## src/rtl/core/assert_macros.svh

```systemverilog
// assertion macros included by bounded_deque_remove_matching
`ifndef ASSERT_MACROS_SVH
`define ASSERT_MACROS_SVH

// condition holds at every clock edge outside reset
`define ASSERT_ALWAYS(label, clk, rst, cond, msg) \
   label: assert property (@(posedge clk) disable iff (rst) (cond)) else $error(msg);

// antecedent implies consequent in the same cycle
`define ASSERT_IMPLIES(label, clk, rst, ante, cons, msg) \
   label: assert property (@(posedge clk) disable iff (rst) (ante) |-> (cons)) else $error(msg);

// antecedent implies consequent in the next cycle
`define ASSERT_IMPLIES_NEXT(label, clk, rst, ante, cons, msg) \
   label: assert property (@(posedge clk) disable iff (rst) (ante) |=> (cons)) else $error(msg);

`endif

```

## src/rtl/core/bdq_pkg.sv

```systemverilog
// types and codes of the bounded deque request and response beats
`default_nettype none

package bdq_pkg;

   localparam logic [2:0] OP_PUSH_FRONT = 3'd0;
   localparam logic [2:0] OP_PUSH_BACK  = 3'd1;
   localparam logic [2:0] OP_READ_FWD   = 3'd2;
   localparam logic [2:0] OP_READ_REV   = 3'd3;
   localparam logic [2:0] OP_REMOVE     = 3'd4;
   localparam logic [2:0] OP_CLEAR      = 3'd5;

   localparam logic [1:0] ST_OK    = 2'd0;
   localparam logic [1:0] ST_EMPTY = 2'd1;
   localparam logic [1:0] ST_FULL  = 2'd2;

   typedef struct packed {
      logic [2:0]         operation;
      logic signed [31:0] value;
   } req_type;

   typedef struct packed {
      logic signed [31:0] data;
      logic [1:0]         status;
      logic               last;
   } rsp_type;

endpackage

`default_nettype wire

```

## src/rtl/core/bounded_deque_remove_matching.sv

```systemverilog
// bounded double-ended queue with ordered remove of matching values
//
// Requests arrive on the req_ channel (valid/ready) as one beat each; every
// request except an unused operation code gives one or more beats on the rsp_
// channel, the final one marked by last. One request is handled at a time:
// req_ready is high only while the block is idle.
// Values live in a single-port memory with registered read, addressed through
// one shared position adder (front plus offset, modulo DEPTH); that memory
// port sets the steps of each request:
//   push front/back, clear, any request on an empty list: rsp beat valid
//     in the cycle after the req beat
//   read forward/reverse: one beat per stored element, each through an
//     address, a data and a response step
//   remove matching: fetch and compare per stored element, one response beat
// Each response waits in an output register until rsp_ready; a stall only
// holds that beat and the sequencer behind it.
// Synchronous active-high reset empties the list and drops any pending beat;
// memory contents are not cleared, so no clearing pass is needed.
`default_nettype none

module bounded_deque_remove_matching #(
   parameter int DEPTH = 64
) (
   input  wire logic            clock,
   input  wire logic            reset,
   input  wire logic            req_valid,
   output      logic            req_ready,
   input  wire bdq_pkg::req_type req_payload,
   output      logic            rsp_valid,
   input  wire logic            rsp_ready,
   output      bdq_pkg::rsp_type rsp_payload
);

`include "assert_macros.svh"

   localparam int AW = (DEPTH > 1) ? $clog2(DEPTH) : 1;
   localparam int CW = $clog2(DEPTH + 1);
   localparam logic [AW:0]   DEPTH_SUM = (AW + 1)'(DEPTH);
   localparam logic [CW-1:0] DEPTH_CNT = CW'(DEPTH);
   localparam logic [AW-1:0] LAST_OFF  = AW'(DEPTH - 1);

   typedef enum logic [6:0] {
      S_IDLE     = 7'b0000001,
      S_RD_FETCH = 7'b0000010,
      S_RD_DATA  = 7'b0000100,
      S_RD_SEND  = 7'b0001000,
      S_RM_FETCH = 7'b0010000,
      S_RM_CMP   = 7'b0100000,
      S_RM_DONE  = 7'b1000000
   } state_type;

   localparam state_type S_SEND_CODE = S_RD_SEND;

   state_type        state_ff, state_in;
   logic [AW-1:0]    front_ff, front_in;
   logic [CW-1:0]    count_ff, count_in;
   logic [CW-1:0]    i_ff, i_in;
   logic [CW-1:0]    w_ff, w_in;
   logic [AW-1:0]    off_ff, off_in;
   logic             rev_ff, rev_in;
   logic [31:0]      value_ff, value_in;
   logic             rsp_valid_ff, rsp_valid_in;
   bdq_pkg::rsp_type rsp_ff, rsp_in;
   logic             single_ff, single_in;

   logic [31:0]      entries_ff [DEPTH];
   logic [31:0]      mem_rd_ff;
   logic             mem_we;
   logic [31:0]      mem_wdata;

   logic [AW-1:0]    slot_off;
   logic [AW:0]      slot_sum;
   logic [AW-1:0]    slot_addr;

   // shared position unit
   always_comb begin
      slot_off = off_ff;
      unique case (state_ff)
         S_IDLE: begin
            if (req_payload.operation == bdq_pkg::OP_PUSH_FRONT) begin
               slot_off = LAST_OFF;
            end else begin
               slot_off = count_ff[AW-1:0];
            end
         end
         S_RM_FETCH: slot_off = i_ff[AW-1:0];
         S_RM_CMP:   slot_off = w_ff[AW-1:0];
         default:    slot_off = off_ff;
      endcase
      slot_sum = {1'b0, front_ff} + {1'b0, slot_off};
      if (slot_sum >= DEPTH_SUM) begin
         slot_addr = AW'(slot_sum - DEPTH_SUM);
      end else begin
         slot_addr = slot_sum[AW-1:0];
      end
   end

   always_ff @(posedge clock) begin
      if (mem_we) begin
         entries_ff[slot_addr] <= mem_wdata;
      end
      mem_rd_ff <= entries_ff[slot_addr];
   end

   // sequencer
   always_comb begin
      state_in     = state_ff;
      front_in     = front_ff;
      count_in     = count_ff;
      i_in         = i_ff;
      w_in         = w_ff;
      off_in       = off_ff;
      rev_in       = rev_ff;
      value_in     = value_ff;
      rsp_valid_in = rsp_valid_ff;
      rsp_in       = rsp_ff;
      single_in    = single_ff;
      mem_we       = 1'b0;
      mem_wdata    = req_payload.value;
      unique case (state_ff)
         S_IDLE: begin
            if (req_valid) begin
               value_in      = req_payload.value;
               i_in          = '0;
               w_in          = '0;
               rsp_in.data   = '0;
               rsp_in.status = bdq_pkg::ST_OK;
               rsp_in.last   = 1'b1;
               single_in     = 1'b1;
               case (req_payload.operation) inside
                  bdq_pkg::OP_PUSH_FRONT, bdq_pkg::OP_PUSH_BACK: begin
                     if (count_ff == DEPTH_CNT) begin
                        rsp_in.status = bdq_pkg::ST_FULL;
                     end else begin
                        mem_we   = 1'b1;
                        count_in = count_ff + CW'(1);
                        if (req_payload.operation == bdq_pkg::OP_PUSH_FRONT) begin
                           front_in = slot_addr;
                        end
                     end
                     rsp_valid_in = 1'b1;
                     state_in     = S_SEND_CODE;
                  end
                  bdq_pkg::OP_READ_FWD, bdq_pkg::OP_READ_REV: begin
                     if (count_ff == '0) begin
                        rsp_in.status = bdq_pkg::ST_EMPTY;
                        rsp_valid_in  = 1'b1;
                        state_in      = S_SEND_CODE;
                     end else begin
                        rev_in    = (req_payload.operation == bdq_pkg::OP_READ_REV);
                        off_in    = (req_payload.operation == bdq_pkg::OP_READ_REV) ?
                                    AW'(count_ff - CW'(1)) : '0;
                        single_in = 1'b0;
                        state_in  = S_RD_FETCH;
                     end
                  end
                  bdq_pkg::OP_REMOVE: begin
                     if (count_ff == '0) begin
                        rsp_in.status = bdq_pkg::ST_EMPTY;
                        rsp_valid_in  = 1'b1;
                        state_in      = S_SEND_CODE;
                     end else begin
                        state_in = S_RM_FETCH;
                     end
                  end
                  bdq_pkg::OP_CLEAR: begin
                     if (count_ff == '0) begin
                        rsp_in.status = bdq_pkg::ST_EMPTY;
                     end else begin
                        count_in = '0;
                        front_in = '0;
                     end
                     rsp_valid_in = 1'b1;
                     state_in     = S_SEND_CODE;
                  end
                  default: begin
                     state_in = S_IDLE;
                  end
               endcase
            end
         end
         S_RD_FETCH: begin
            state_in = S_RD_DATA;
         end
         S_RD_DATA: begin
            rsp_in.data   = mem_rd_ff;
            rsp_in.status = bdq_pkg::ST_OK;
            rsp_in.last   = ((i_ff + CW'(1)) == count_ff);
            rsp_valid_in  = 1'b1;
            state_in      = S_RD_SEND;
         end
         S_RD_SEND: begin
            if (rsp_ready) begin
               rsp_valid_in = 1'b0;
               if (rsp_ff.last || single_ff) begin
                  state_in = S_IDLE;
               end else begin
                  i_in     = i_ff + CW'(1);
                  off_in   = rev_ff ? (off_ff - AW'(1)) : (off_ff + AW'(1));
                  state_in = S_RD_FETCH;
               end
            end
         end
         S_RM_FETCH: begin
            state_in = S_RM_CMP;
         end
         S_RM_CMP: begin
            if (mem_rd_ff != value_ff) begin
               mem_we    = 1'b1;
               mem_wdata = mem_rd_ff;
               w_in      = w_ff + CW'(1);
            end
            i_in     = i_ff + CW'(1);
            state_in = ((i_ff + CW'(1)) == count_ff) ? S_RM_DONE : S_RM_FETCH;
         end
         S_RM_DONE: begin
            count_in = w_ff;
            if (w_ff == '0) begin
               front_in = '0;
            end
            rsp_in.data   = 32'(count_ff - w_ff);
            rsp_in.status = bdq_pkg::ST_OK;
            rsp_in.last   = 1'b1;
            rsp_valid_in  = 1'b1;
            single_in     = 1'b1;
            state_in      = S_SEND_CODE;
         end
         default: begin
            state_in = S_IDLE;
         end
      endcase
   end

   always_ff @(posedge clock) begin
      if (reset) begin
         state_ff     <= S_IDLE;
         front_ff     <= '0;
         count_ff     <= '0;
         rsp_valid_ff <= 1'b0;
      end else begin
         state_ff     <= state_in;
         front_ff     <= front_in;
         count_ff     <= count_in;
         rsp_valid_ff <= rsp_valid_in;
      end
   end

   always_ff @(posedge clock) begin
      i_ff      <= i_in;
      w_ff      <= w_in;
      off_ff    <= off_in;
      rev_ff    <= rev_in;
      value_ff  <= value_in;
      rsp_ff    <= rsp_in;
      single_ff <= single_in;
   end

   assign req_ready   = (state_ff == S_IDLE);
   assign rsp_valid   = rsp_valid_ff;
   assign rsp_payload = rsp_ff;

   `ASSERT_ALWAYS(a_count_bound, clock, reset, count_ff <= DEPTH_CNT, "entry count above depth")
   `ASSERT_ALWAYS(a_no_overlap, clock, reset, !(req_ready && rsp_valid), "ready while beat pending")
   `ASSERT_IMPLIES(a_compact_order, clock, reset, state_ff == S_RM_CMP, w_ff <= i_ff, "write passed read")
   `ASSERT_IMPLIES_NEXT(a_last_idle, clock, reset, rsp_valid && rsp_ready && rsp_payload.last, req_ready, "no idle after last beat")

endmodule

`default_nettype wire
```

## config.mk

```make
export PLATFORM = sky130hd
export DESIGN_NAME = bounded_deque_remove_matching
export DESIGN_NICKNAME = d
export VERILOG_FILES = /design/src/rtl/core/bdq_pkg.sv /design/src/rtl/core/bounded_deque_remove_matching.sv
export VERILOG_INCLUDE_DIRS = /design/src /design/src/rtl/core
export SDC_FILE = /design/constraint.sdc
export NUM_CORES = 2
export LEC_CHECK = 0
export BUFFER_PORTS_ARGS = -buffer_cell sky130_fd_sc_hd__buf_2
export CAP_MARGIN = 20
export CORE_UTILIZATION = 25
export CTS_BUF_LIST = sky130_fd_sc_hd__clkbuf_8
export CTS_CLUSTER_SIZE = 25
export DETAILED_ROUTE_END_ITERATION = 8
export GPL_TIMING_DRIVEN = 1
export PLACE_DENSITY = 0.43
export SKIP_CTS_REPAIR_TIMING = 1
export SYNTH_ARGS = -nofsm -noshare
export SYNTH_HDL_FRONTEND = slang
export SYNTH_SLANG_ARGS = --single-unit
```

## constraint.sdc

```tcl
create_clock -name clock -period 8.2 [get_ports clock]
set_input_delay 1.23 -clock clock [delete_from_list [all_inputs] [get_ports clock]]
set_output_delay 1.23 -clock clock [all_outputs]
set_load 0.02 [all_outputs]
```

== Yosys cells after proc, flatten, opt, wreduce, memory -nomap -nowiden ==
Memory sizes are Yosys's and may differ from the RTL's. A register that Yosys moved wholly into a read port is not among the register bits.
Index checks and enable logic that the tools add are counted.
Storage, ports and cells
  register bits after elaboration: 110
  latch bits: 0
  RAM bits: 2048
  memory bits (read-only): 0
  input port bits: 39
  output and inout port bits: 37
  logic and storage cells: 157
  memories: 1
Operators by class
  add/subtract/negate cells: 9
  $mul: 0
  div/mod/pow operators: 0
  order comparisons: 1
  equal/unequal tests: 30
  shifts and indexed selects: 0
  multiplexer cells: 77
  bitwise logic cells: 2
  reduce and logical (&&, ||, !) cells: 24
Memory list
  entries_ff: words 64, width 32, read ports 1, clocked after memory_dff 1, write ports 1, line bounded_deque_remove_matching.sv:66  | logic [31:0] entries_ff [DEPTH];
Operator list (count)
  6-bit 2-to-1 mux: 19
  35-bit case mux with 3 select lines: 1
  7-bit 2-to-1 mux: 14
  32-bit 2-to-1 mux: 2
  7-bit case mux with 6 select lines: 1
  35-bit 2-to-1 mux: 1
  32-bit != test: 1
  7-bit case mux with 2 select lines: 2
  6-bit case mux with 2 select lines: 2
  7-bit by 1-bit adder with 7-bit output, second input constant: 3
  1-bit 2-to-1 mux: 21
  7-bit case mux with 3 select lines: 1
  5-bit 2-to-1 mux: 4
  6-bit case mux with 3 select lines: 1
  6-bit by 1-bit subtractor with 6-bit output, second input constant: 3
  7-bit == test, second input constant: 2
  7-bit logical NOT: 2
  2-bit != test, second input constant: 7
  7-bit AND reduction: 2
  3-bit by 2-bit != test with 1-bit output, second input constant: 3
  9-bit AND reduction: 1
  3-bit nonzero test: 3
  4-bit 2-to-1 mux: 2
  2-bit AND reduction: 4
  29 further kinds: 41

== Depth between registers and ports, before layout ==
  depth after elaboration: 11
  mapped depth: 22
  depth with buffers taken out: 16

== Worst setup path before layout ==
Ideal clock, no wire load.
  path kind: input -> register
  start point: input port req_payload[33] in the netlist's numbering
  end point: memory entries_ff[24][0], enable pin
  setup time: 421 ps
  arrival time: 5347 ps
  required time: 7779 ps
  path slack: 2432 ps
  stages on the path: 13
  buffers on the path: 1
  cells stage by stage: nor3_1 -> nor2_1 -> o21ai_0 -> ha_1 -> inv_1 -> fa_1 -> nand2b_1 -> a21oi_1 -> xnor2_1 -> buf_2 -> nor2_1 -> nand3_1 -> nor2_1
Between the ends
  word-level cells in the longest chain between the ends: 7
  elaborated cells on any way between the ends: 14
  those cells by class: add/sub (2); order compare (1); eq/ne (1); mux (8); reduce/logical (2)
RTL lines
  start: declaration: line bounded_deque_remove_matching.sv:28  | input wire bdq_pkg::req_type req_payload,
  parallel branches: the longest is 7 deep, another holds 6-bit by 6-bit adder with 7-bit output
  end: declaration: line bounded_deque_remove_matching.sv:66
Parallel ways; which one is timed is not known.

== Final worst setup path ==
  start point: register state_ff[6]
  end point: register mem_rd_ff[3], read port of entries_ff
Between the ends
  word-level cells in the longest chain between the ends: 5
  elaborated cells on any way between the ends: 8
  those cells by class: add/sub (2); order compare (1); eq/ne (3); mux (2)
RTL lines
  start: declaration: line bounded_deque_remove_matching.sv:54  | state_type state_ff, state_in;
  start signal: assignment: line bounded_deque_remove_matching.sv:241  | state_ff <= state_in;
  7-bit by 6-bit == test with 1-bit output, or another cell as far along: line bounded_deque_remove_matching.sv:78  | unique case (state_ff)
  6-bit case mux with 3 select lines *: line bounded_deque_remove_matching.sv:78
  6-bit by 6-bit adder with 7-bit output *: line bounded_deque_remove_matching.sv:90  | slot_sum = {1'b0, front_ff} + {1'b0, slot_off};
  6-bit by 1-bit subtractor with 6-bit output or 7-bit >= comparator (tied branches): line bounded_deque_remove_matching.sv:92, bounded_deque_remove_matching.sv:91
  6-bit 2-to-1 mux *: line bounded_deque_remove_matching.sv:91  | if (slot_sum >= DEPTH_SUM) begin
  end: declaration: line bounded_deque_remove_matching.sv:67  | logic [31:0] mem_rd_ff;
Mark *: on every way between the ends. The rest lies on a longest branch, timed or not.
A chain may end at the register's enable or synchronous reset.

==> results.md <==
* Outcome: finished, final reports clean
* Endpoints failing setup at 0
* NumNets Final at 5987
* Critical Path Source Type: flip-flop
* First-pass GRT wire length at 450 mm
* Final ANT Viol Nets at 0
* Slew Limit Fails at 0
* HP Start: req_payload[19]
* Syn_area_per_cell at 15.7 um^2
* Die area at 350000 um^2
* IO Port Bufs at 75
* Number of global-route vias before repair at 52600
* Hold EP: value_ff[19]
* Area post-placement at 94800 um^2
* Largest area contributor in the netlist: edfxtp_1
* PD cells at 289 nW/um^2
* Placer Congestion at 0.830
* Cell Rows at 216
* Fin Hold WS at 0.310 ns
* Largest family of logic cells by synthesized area: compound AO/OA/AOI/OAI gates
* Via count at 54400
* CTS H-tree depth at 5
* Min-Delay Path Depth at 1
* Initial antenna violation count at 25
* Synth Instances at 5531
* Mapped Nets at 5595
* Synth Area in Simple Gates at 6.74%
* Sink Count at 2190
* Max frequency at 134 MHz
* Total GRT Usage at 18.5%
* Cts bufs inserted at 397
* Hold Crit Class: input pin to flip-flop
* Clock skew at 0.0983 ns
* Slew HR at 14.9%
* Mux cell area share after synthesis at 6.81%
* Fraction of registers with async set/reset at 0%
* Area share of the largest cell type after synthesis at 73.9%
* Post-synthesis adder-cell area fraction at 0.386%
* Synth Register Bits at 2190
* Max cap viols at 0
* Commonest non-fill, non-tap cell in the layout: edfxtp_1
* WL per Instance at 30.7 um
* Largest net degree at the start of global routing at 110
* Total gr overflow at 0
* Reg2Reg Depth at 15
* Most frequent cells in the layout: edfxtp_1 (2137), nand2_1 (685), clkbuf_8 (415)
* Top post-synthesis cells by area: edfxtp_1 (74%), mux2i_1 (3.0%), nand2_1 (3.0%), mux4_2 (2.8%), a21oi_1 (1.5%)
* Worst r2r src: state_ff[6]
* Setup TNS at 0 ns
* Required time of the critical path at 9.14 ns
* Crit share post-route at 90.8%
* Sequential fraction of the synthesis area at 75.1%
* Boundary Pins at 76
* Compound-cell area share of the yosys netlist at 8.05%
* Starting DRT DRC Count at 7311
* Final WL at 331 mm
* Synth warn at 0
* Die Ht at 591 um
* Top FF cell, synth: edfxtp_1
* Finished Core Util at 29.4%
* Layout Area Growth over Synthesis at 17.2%
* Clock Tree Buf Depth at 4
* CTS tree: done
* Register clock-pin slew on the reported worst setup and hold paths at 0.06 ns
* R2R Setup Slk at 0.75 ns
* Unrepaired setup endpoints after global routing: false
* EDFF count, synth at 2137
* Starting Density at 25.1%
* Synthesized area at 86800 um^2
* Slew @ Worst Pin at 1.27 ns
* Fin crit period at 7.45 ns
* Crit-path max FO at 32
* Final Instance Area at 102000 um^2
* VDD IR max at 208 uV
* Synth Area in XOR/XNOR at 0.794%
* Final Hold Fails at 0
* Root buffer cell: clkbuf_8
* Via/cell ratio at 5.04
* Leakage Power at 33.0 nW
* Kind of critical path: flip-flop to flip-flop
* FF-to-FF End: mem_rd_ff[3]
* Fraction of layout cells with a size suffix above 1 at 18.3%
* Synth unique cells at 80
* Clock Latency Late Sink at 1.13 ns
* Pre-antenna DRT Iters at 9
* Die width at 591 um
* DPL Wire Length at 188 mm
* CP arrival at 8.38 ns
* Remaining DRCs at 0
* Core area at 346000 um^2
* Type of destination of the critical path: flip-flop
cells in the mapped netlist, types with 26 or more instances:
| library cell | n |
|---|---|
| mux2_2 | 78 |
| a22oi_1 | 62 |
| buf_2 | 182 |
| buf_1 | 53 |
| dfxtp_1 | 53 |
| a31oi_1 | 102 |
| xnor2_1 | 26 |
| o21ai_0 | 175 |
| o22ai_1 | 89 |
| inv_1 | 28 |
| and3_1 | 51 |
| a21oi_1 | 268 |
| nor4_1 | 43 |
| nor2_1 | 173 |
| xor2_1 | 49 |
| nor3_1 | 33 |
| nand2_1 | 688 |
| a211oi_1 | 35 |
| nand3_1 | 248 |
| o211ai_1 | 52 |
| clkbuf_1 | 142 |
| mux4_2 | 108 |
| mux2i_1 | 260 |
| edfxtp_1 | 2137 |
| a221oi_1 | 77 |
flip-flops by register name (all words and copies together), names as in the netlist:
| register | count |
|---|---|
| w_ff | 7 |
| rsp_valid | 1 |
| i_ff | 7 |
| entries_ff | 2048 |
| count_ff | 7 |
| front_ff | 6 |
| mem_rd_ff | 32 |
| off_ff | 6 |
| single_ff | 1 |
| rev_ff | 1 |
| rsp_payload | 35 |
| state_ff | 7 |
| value_ff | 32 |
critical path, stage by stage, from the launching register on:
cell       delay (ns)
dfxtp_1          0.39
or3_4            0.46
or3_1            0.39
nor3b_1          0.60
a222oi_1         0.16
o21ai_0          0.24
ha_4             0.21
inv_1            0.06
fa_4             1.41
inv_4            0.51
nand2_1          0.63
o22ai_1          0.24
a2111oi_0        0.88
a31oi_1          0.27
a211oi_1         0.71
a41oi_1          0.08
kinds of logic (layout without fill, tap and decap cells):
group / count (synthesis) / after routing
adders and majority gates: 25 / 25
muxes: 446 / 446
AOI/OAI and AO/OA: 1060 / 1060
xor gates and xnor gates: 77 / 77
other: 0 / 3
DFF: 2190 / 2190
buffers and inverters: 414 / 1084
and+or+nand+nor: 1319 / 1319
report_power, final:
part | total [mW] | internal (mW) | switching [mW]
combinational | 7.23 | 2.06 | 5.18
sequential | 12.8 | 12.5 | 0.328
clock | 9.37 | 4.82 | 4.55
worst max path at each step:
stage / to / slack [ns] / startpoint / depth (start not counted)
after floorplan: entries_ff[24][0] / 2.43 / req_payload[33] / 13
after global placement: mem_rd_ff[3] / 0.99 / req_payload[33] / 15
after detailed placement: mem_rd_ff[3] / 0.93 / req_payload[33] / 15
after CTS: mem_rd_ff[3] / 0.89 / state_ff[6] / 15
after global routing: mem_rd_ff[3] / 0.71 / state_ff[6] / 15
final: mem_rd_ff[3] / 0.75 / state_ff[6] / 15
per-stage QoR:
| step | total power [mW] | instances | setup slack [ns] |
|---|---|---|---|
| 6_report | 29.4 | 10800 | 0.755 |
| 5_1_grt | 30.3 | 10800 | 0.709 |
| 4_1_cts | 29.5 | 10800 | 0.892 |
| 3_5_place_dp | 20.2 | 10100 | 0.926 |
| 3_3_place_gp | 20.2 | 10100 | 0.990 |
| 2_1_floorplan | 16.3 | 5531 | 2.43 |
layer usage:
layer,GRT usage [%],vias up,share of wire [%]
met5,0,-,0.0036
li1,-,22600,-
met4,5.45,2,2.7
met2,28.6,2661,45
met1,26.3,28700,44
met3,3.34,419,8.2
area by class of cell:
class                           instances  area [um^2]
Clock buffer                          415         5710
Inverter                               29          114
Tap cell                             4578         5730
Timing Repair Buffer                  378         3220
Clock inverter                        262         1210
Multi-Input combinational cell       2927        20500
Antenna cell                            3         7.51
Fill cell                           34600       244000
Sequential cell                      2190        65200
Note: power is estimated with default switching activity, not from simulation.
